[src/rtl/aes_enc_pkg.sv]
// ----------------------------------------------------------------------------
// AES encrypt package
// S-box, round functions and shared types of the AES encrypt block.
// ----------------------------------------------------------------------------
package aes_enc_pkg;

  localparam int unsigned NUM_RKEYS = 15;

  // Register indexes of the configuration port
  localparam logic [2:0] REG_MODE  = 3'd0;
  localparam logic [2:0] REG_KEY0  = 3'd1;
  localparam logic [2:0] REG_KEY3  = 3'd4;

  // Key length modes
  localparam logic [1:0] MODE_128 = 2'd0;
  localparam logic [1:0] MODE_192 = 2'd1;
  localparam logic [1:0] MODE_256 = 2'd2;

  localparam logic [7:0] GF_POLY = 8'h1B;

  typedef logic [NUM_RKEYS-1:0][127:0] rkeys_t;

  // Key schedule status toward the rest of the block
  typedef struct packed {
    logic       ready;
    logic [3:0] nr;
  } ks_status_t;

  localparam logic [7:0] SBOX [256] = '{
    8'h63,8'h7c,8'h77,8'h7b,8'hf2,8'h6b,8'h6f,8'hc5,8'h30,8'h01,8'h67,8'h2b,8'hfe,8'hd7,8'hab,8'h76,
    8'hca,8'h82,8'hc9,8'h7d,8'hfa,8'h59,8'h47,8'hf0,8'had,8'hd4,8'ha2,8'haf,8'h9c,8'ha4,8'h72,8'hc0,
    8'hb7,8'hfd,8'h93,8'h26,8'h36,8'h3f,8'hf7,8'hcc,8'h34,8'ha5,8'he5,8'hf1,8'h71,8'hd8,8'h31,8'h15,
    8'h04,8'hc7,8'h23,8'hc3,8'h18,8'h96,8'h05,8'h9a,8'h07,8'h12,8'h80,8'he2,8'heb,8'h27,8'hb2,8'h75,
    8'h09,8'h83,8'h2c,8'h1a,8'h1b,8'h6e,8'h5a,8'ha0,8'h52,8'h3b,8'hd6,8'hb3,8'h29,8'he3,8'h2f,8'h84,
    8'h53,8'hd1,8'h00,8'hed,8'h20,8'hfc,8'hb1,8'h5b,8'h6a,8'hcb,8'hbe,8'h39,8'h4a,8'h4c,8'h58,8'hcf,
    8'hd0,8'hef,8'haa,8'hfb,8'h43,8'h4d,8'h33,8'h85,8'h45,8'hf9,8'h02,8'h7f,8'h50,8'h3c,8'h9f,8'ha8,
    8'h51,8'ha3,8'h40,8'h8f,8'h92,8'h9d,8'h38,8'hf5,8'hbc,8'hb6,8'hda,8'h21,8'h10,8'hff,8'hf3,8'hd2,
    8'hcd,8'h0c,8'h13,8'hec,8'h5f,8'h97,8'h44,8'h17,8'hc4,8'ha7,8'h7e,8'h3d,8'h64,8'h5d,8'h19,8'h73,
    8'h60,8'h81,8'h4f,8'hdc,8'h22,8'h2a,8'h90,8'h88,8'h46,8'hee,8'hb8,8'h14,8'hde,8'h5e,8'h0b,8'hdb,
    8'he0,8'h32,8'h3a,8'h0a,8'h49,8'h06,8'h24,8'h5c,8'hc2,8'hd3,8'hac,8'h62,8'h91,8'h95,8'he4,8'h79,
    8'he7,8'hc8,8'h37,8'h6d,8'h8d,8'hd5,8'h4e,8'ha9,8'h6c,8'h56,8'hf4,8'hea,8'h65,8'h7a,8'hae,8'h08,
    8'hba,8'h78,8'h25,8'h2e,8'h1c,8'ha6,8'hb4,8'hc6,8'he8,8'hdd,8'h74,8'h1f,8'h4b,8'hbd,8'h8b,8'h8a,
    8'h70,8'h3e,8'hb5,8'h66,8'h48,8'h03,8'hf6,8'h0e,8'h61,8'h35,8'h57,8'hb9,8'h86,8'hc1,8'h1d,8'h9e,
    8'he1,8'hf8,8'h98,8'h11,8'h69,8'hd9,8'h8e,8'h94,8'h9b,8'h1e,8'h87,8'he9,8'hce,8'h55,8'h28,8'hdf,
    8'h8c,8'ha1,8'h89,8'h0d,8'hbf,8'he6,8'h42,8'h68,8'h41,8'h99,8'h2d,8'h0f,8'hb0,8'h54,8'hbb,8'h16
  };

  function automatic logic [7:0] rcon(input logic [3:0] idx);
    logic [7:0] r;
    case (idx)
      4'd1:    r = 8'h01;
      4'd2:    r = 8'h02;
      4'd3:    r = 8'h04;
      4'd4:    r = 8'h08;
      4'd5:    r = 8'h10;
      4'd6:    r = 8'h20;
      4'd7:    r = 8'h40;
      4'd8:    r = 8'h80;
      4'd9:    r = 8'h1b;
      4'd10:   r = 8'h36;
      default: r = 8'h00;
    endcase
    return r;
  endfunction

  function automatic logic [31:0] sub_word(input logic [31:0] x);
    return {SBOX[x[31:24]], SBOX[x[23:16]], SBOX[x[15:8]], SBOX[x[7:0]]};
  endfunction

  function automatic logic [7:0] xtime(input logic [7:0] v);
    return {v[6:0], 1'b0} ^ (v[7] ? GF_POLY : 8'h00);
  endfunction

  // State byte k sits at bits 127-8k downward (byte 0 on top)
  function automatic logic [127:0] sub_shift(input logic [127:0] s);
    logic [127:0] t;
    for (int c = 0; c < 4; c++) begin
      for (int r = 0; r < 4; r++) begin
        t[127-8*(4*c+r) -: 8] = SBOX[s[127-8*(4*((c+r)%4)+r) -: 8]];
      end
    end
    return t;
  endfunction

  function automatic logic [127:0] mix_columns(input logic [127:0] s);
    logic [127:0] t;
    logic [7:0] a0, a1, a2, a3, b0, b1, b2, b3;
    for (int c = 0; c < 4; c++) begin
      a0 = s[127-32*c -: 8];
      a1 = s[119-32*c -: 8];
      a2 = s[111-32*c -: 8];
      a3 = s[103-32*c -: 8];
      b0 = xtime(a0);
      b1 = xtime(a1);
      b2 = xtime(a2);
      b3 = xtime(a3);
      t[127-32*c -: 8] = b0 ^ b1 ^ a1 ^ a2 ^ a3;
      t[119-32*c -: 8] = a0 ^ b1 ^ b2 ^ a2 ^ a3;
      t[111-32*c -: 8] = a0 ^ a1 ^ b2 ^ b3 ^ a3;
      t[103-32*c -: 8] = b0 ^ a0 ^ a1 ^ a2 ^ b3;
    end
    return t;
  endfunction

endpackage

[src/rtl/aes_enc_queue.sv]
// ----------------------------------------------------------------------------
// AES input queue
// Accepts plaintext blocks once the key is ready and buffers two of them
// ahead of the round pipeline.
// ----------------------------------------------------------------------------
module aes_enc_queue (
  input  logic                    clk,
  input  logic                    rst,
  input  aes_enc_pkg::ks_status_t status,
  input  logic                    in_valid,
  output logic                    in_ready,
  input  logic [127:0]            in_data,
  output logic                    out_valid,
  input  logic                    out_pop,
  output logic [127:0]            out_data
);
  import aes_enc_pkg::*;

  logic [127:0] mem [2];
  logic         wr_ptr, rd_ptr;
  logic [1:0]   count;
  logic         push, pop;

  assign in_ready  = status.ready && (count != 2'd2);
  assign out_valid = (count != 2'd0);
  assign push      = in_valid && in_ready;
  assign pop       = out_pop && out_valid;
  assign out_data  = mem[rd_ptr];

  // Store the transfer
  always_ff @(posedge clk) begin
    if (push) mem[wr_ptr] <= in_data;
  end

  // Advance pointers and fill count
  always_ff @(posedge clk) begin
    if (rst) begin
      wr_ptr <= 1'b0;
      rd_ptr <= 1'b0;
      count  <= '0;
    end else begin
      if (push) wr_ptr <= ~wr_ptr;
      if (pop)  rd_ptr <= ~rd_ptr;
      count <= count + 2'(push) - 2'(pop);
    end
  end

endmodule

[config.mk]
export PLATFORM = sky130hd
export DESIGN_NAME = aes_enc_queue
export DESIGN_NICKNAME = d
export VERILOG_FILES = /design/src/rtl/aes_enc_pkg.sv /design/src/rtl/aes_enc_queue.sv
export SDC_FILE = /design/constraint.sdc
export NUM_CORES = 1
export LEC_CHECK = 0
export BUFFER_PORTS_ARGS = -buffer_cell sky130_fd_sc_hd__buf_2
export CAP_MARGIN = 10
export CORE_MARGIN = 2
export CORE_UTILIZATION = 25
export CTS_BUF_LIST = sky130_fd_sc_hd__clkbuf_4 sky130_fd_sc_hd__clkbuf_8
export DETAILED_ROUTE_END_ITERATION = 7
export GPL_TIMING_DRIVEN = 0
export HOLD_SLACK_MARGIN = 0.1
export PLACE_DENSITY_LB_ADDON = 0.08
export SETUP_SLACK_MARGIN = 0.5
export SLEW_MARGIN = 20
export SYNTH_ARGS = -nofsm -noshare
export SYNTH_HDL_FRONTEND = slang
export SYNTH_SLANG_ARGS = --single-unit
[constraint.sdc]
create_clock -name clk -period 12.25 [get_ports clk]
set_clock_uncertainty 0.2 [all_clocks]
set_input_delay 2.45 -clock clk [delete_from_list [all_inputs] [get_ports clk]]
set_output_delay 2.45 -clock clk [all_outputs]
set_load 0.005 [all_outputs]
; Word-level counts from Yosys, hierarchy flattened
; Memories as Yosys holds them, arrays and structs flattened. A register that Yosys moved wholly into a read port is not among the register bits.
; Index checks and enable logic that the tools add are counted.
[word_totals]
input_bits = 137
word_cells = 17
latchBits = 0
regBits = 4
n_memories = 1
mem_bits_ro = 0
mem_bits_rw = 256
out_inout_bits = 130
[mem_list]
columns = memory, words, width, read_ports, rd_clocked_by_memory_dff, write_ports, line
row1 = mem, 2, 128, 1, 1, 1, aes_enc_queue.sv:19  ; logic [127:0] mem [2];
[classes]
n_eq_ne = 1
n_mux = 4
reduce_logical = 4
div = 0
n_addsub = 2
n_bitwise = 2
mul = 0
magnitude_cmp = 0
n_shift = 0
[op_table]
columns = op, n
row1 = two-way mux 1 bit, 4
row2 = logical AND 1 bit, 3
row3 = adder 2 x 1 -> 2 bit, 1
row4 = "!= test 2 bit, second input constant", 1
row5 = inverter 1 bit, 2
row6 = nonzero test 2 bit, 1
row7 = subtractor 2 x 1 -> 2 bit, 1

; Logic depth before layout (Yosys ltp)
[logic_depth]
ltp_word = 5
depth_mapped = 8
ltp_nobuf = 8

; Worst setup path before layout
; Ideal clock, no wire load.
[synth_timing]
path_type = in2reg
from = in in_valid
to = mem mem[0][0], enable pin
setup_ps = 617
required_time_ps = 11433
arrival_time_ps = 7897
slack_ps = 3536
path_buffers = 0
cell_stages = 2
cell_sequence = nand3_1 -> nor2_1
[synth_between]
elab_chain_cells = 3
[synth_rtl]
columns = element, line
row1 = from (decl), aes_enc_queue.sv:10  ; input logic in_valid,
row2 = logical AND 1 bit, aes_enc_queue.sv:26  ; assign push = in_valid && in_ready;
row3 = two-way mux 1 bit, aes_enc_queue.sv:32  ; if (push) mem[wr_ptr] <= in_data;
row4 = two-way mux 1 bit (not written as such), aes_enc_queue.sv:32
row5 = to (decl), aes_enc_queue.sv:19
; Every way passes these cells.

; Worst setup path after layout
[layout_timing]
from = in status[4] (netlist name)
to = out in_ready
[layout_between]
elab_chain_cells = 1
[layout_rtl]
columns = element, line
row1 = from (decl), aes_enc_queue.sv:9  ; input aes_enc_pkg::ks_status_t status,
row2 = logical AND 1 bit, aes_enc_queue.sv:24  ; assign in_ready = status.ready && (count != 2'd2);
row3 = to (decl), aes_enc_queue.sv:11  ; output logic in_ready,
; Every way passes these cells.

==> out/results.tsv <==
metric	value	unit
path class of the lowest-slack min-delay path	reg -> reg	
net count of the finished layout	882	
dominant cell by count in the synthesized netlist	edfxtp_1	
post-placement worst setup slack	6.776	ns
clock sinks	261	
total clock buffers created by CTS	47	
routed length per instance	16.83	um
outcome	completed	
Resized Gates After CTS	0	
post-route setup slack	6.774	ns
worst vdd ir	0.07291	mV
final number of max-transition violations	0	
final setup TNS	0	ns
clock tree root driver cell	clkbuf_8	
floorplan core area	0.03767	mm2
DRC Markers	0	
area leader, netlist	edfxtp_1	
synth cell count leaders	edfxtp_1, mux2_2, clkbuf_8	
share of the clock period used by the worst path after layout	0.4470	
global placement routability congestion	0.6833	
count of flip-flops with a built-in enable after synthesis	256	
HPWL Detailed	14790	um
pin count of the biggest net entering global routing	50	
Synth async-reset ratio	0	
type of origin of the critical path	input pin	
clock share of power	0.313	
Post-Syn Nets	563	
Max-Slew Margin vs Limit	0.6018	
max-cap violation count	0	
average footprint of a synthesized cell	22.51	um2
global-route wire length before repair	31300	um
Filler Cell Count	3742	
ANT nets after route	0	
met1 global-route usage	0.1188	
count of hold-fix buffers inserted at cts	0	
area of the mapped netlist	0.009544	mm2
Antenna diodes	0	
cells after synthesis	424	
CP Data Required Time	9.60	ns
warning count from the yosys run	0	
sequential cell area fraction in the yosys report	0.8159	
starting utilization of the core area	0.2534	
die footprint	0.03976	mm2
number of antenna violations at the first check in global routing	3	
slew at the pin with the worst max-slew slack	0.5958	ns
Max Root-Sink Buffers	3	
DR vias	5018	
routed via count divided by cell count	3.905	
number of unique standard cell types used by synthesis	18	
post-CTS clock slew at the launch and capture registers of the worst setup and hold paths	0.06	ns
top achievable clock speed	0.1826	GHz
row count	71	
setup-violating endpoint count in the final report	0	
Worst Setup End Kind	output port	
data arrival time at the worst-slack endpoint	2.83	ns
classification of the worst setup path	in -> out	
total global routing overflow	0	
proportion of layout cells with a drive suffix above 1	0.6214	
die outline height	199.4	um
Top FF cell, synth	edfxtp_1	
count of H-tree levels built during CTS	2	
clock latency at the later pin of the worst-skew pair	0.58	ns
maximum fanout along the worst path	2	
GRT Util Overall	0.1064	
total power density per cell area	189.7	mW/mm2
Comb pwr share	0.234	
leakage component of the power	4.582	nW
RSZ-0062 raised after global routing	false	
power spent charging and discharging nets	615.2	uW
Seq pwr share	0.453	
overall routed net length	21630	um
area growth from synthesis to final layout	31.55	%
Post CTS Setup Buffer Count	0	
Final Hold Violating Endpoints	0	
iteration count of the initial detailed-routing pass	4	
total I/O pin count	267	
number of input and output port buffers inserted	262	
fraction of power spent switching nets	0.2582	
post-synth top area share	0.8055	
cell types occupying the most area after synthesis	edfxtp_1, mux2_2, clkbuf_8, dfxtp_1, buf_6	
met3 GRT Util	0.04911	
via count of the first global-routing pass	5560	
met2 capacity usage during global routing	0.1746	
final worst path period need	5.476	ns
internal cell power	1.767	mW
busiest layer in global routing	met2	
iteration-0 DRC count of the detailed router	145	
x dimension of the die	199.4	um
Yosys reg bits	261	
TritonCTS clock tree	yes	
layer usage:
metal	wire length [um]	vias to the layer above
li1	-	2333
met2	10480	179
met4	576	6
met3	1866	51
met5	39	-
met1	8667	2449
area by class of cell:
type	count	area (um2)	area share
Clock inverter	24	128.9	0.01026
Multi-Input combinational cell	148	1588	0.1265
Sequential cell	261	7787	0.6202
Timing Repair Buffer	270	1516	0.1208
Inverter	1	3.754	0.0002990
Buffer	14	177.7	0.01415
Tap cell	511	639.4	0.05092
Clock buffer	56	714.4	0.05690
placed cells by master, fill, tap and decap left out:
| master | netlist | routed |
|---|---|---|
| and2_1 | 2 | 2 |
| and3_4 | 0 | 1 |
| buf_12 | 0 | 2 |
| buf_16 | 0 | 6 |
| buf_2 | 0 | 262 |
| buf_6 | 6 | 6 |
| bufinv_16 | 0 | 1 |
| clkbuf_4 | 0 | 9 |
| clkbuf_8 | 8 | 55 |
| clkinv_1 | 0 | 15 |
| clkinv_2 | 0 | 7 |
| clkinvlp_4 | 0 | 1 |
| dfxtp_1 | 5 | 5 |
| edfxtp_1 | 256 | 256 |
| ha_1 | 2 | 2 |
| inv_1 | 1 | 1 |
| mux2_2 | 129 | 129 |
| nand2b_1 | 1 | 1 |
| nand3_1 | 1 | 1 |
| nor2_1 | 5 | 4 |
| nor2_4 | 0 | 1 |
| nor2b_1 | 2 | 2 |
| nor3_1 | 1 | 1 |
| o21a_1 | 1 | 1 |
| or2_2 | 1 | 1 |
| xnor2_1 | 1 | 1 |
| xor2_1 | 1 | 1 |
through the flow:
stage	instance area, um2	hold slack (ns)	total power [mW]	cells	util
after global placement	11490	0.3001	1.665	1197	0.3052
after detailed placement	11710	0.3113	1.673	1205	0.3110
after CTS	12560	0.3336	2.446	1285	0.3333
after floorplan	9544	0.2810	1.425	424	-
after global routing	12560	0.3538	2.519	1285	0.3333
final	12560	0.3236	2.382	1285	0.3333
power groups by stage:
stage	Sequential [mW]	Combinational, mW	Clock [mW]
after floorplan	1.11	0.318	0
after global placement	1.12	0.546	0
after detailed placement	1.10	0.574	0
after CTS	1.08	0.577	0.788
after global routing	1.09	0.610	0.823
final	1.08	0.557	0.746
final timing paths:
check | startpoint | end | depth (start not counted) | slack (ns)
min reg2reg | rd_ptr | flip-flop | 2 | 0.32
max reg2reg | count[0] | mem[0][20] | 6 | 9.88
max | status[4] | in_ready | 3 | 6.77
min | rd_ptr | flip-flop | 2 | 0.32
cells by family (layout without fill, tap and decap cells):
kind of cell    count (synthesis)  count (layout)  synth area share
compound gates                  1               1         0.0007869
xor+xnor                        2               2          0.001836
fa+ha+maj                       2               2          0.002622
buf+inv                        15             365           0.01901
flops                         261             261            0.8159
mux                           129             129            0.1522
simple gates                   14              14          0.007604
sequential cells by signal, summed over array words and instances, names as in the netlist, named ones only:
signal and count:
mem 256, wr_ptr 1, count 2, rd_ptr 1
worst max-delay path: stages:
cell,delay (ns)
buf_2,0.11
and2_1,0.14
buf_2,0.13
Power figures use the tool's default switching activity.
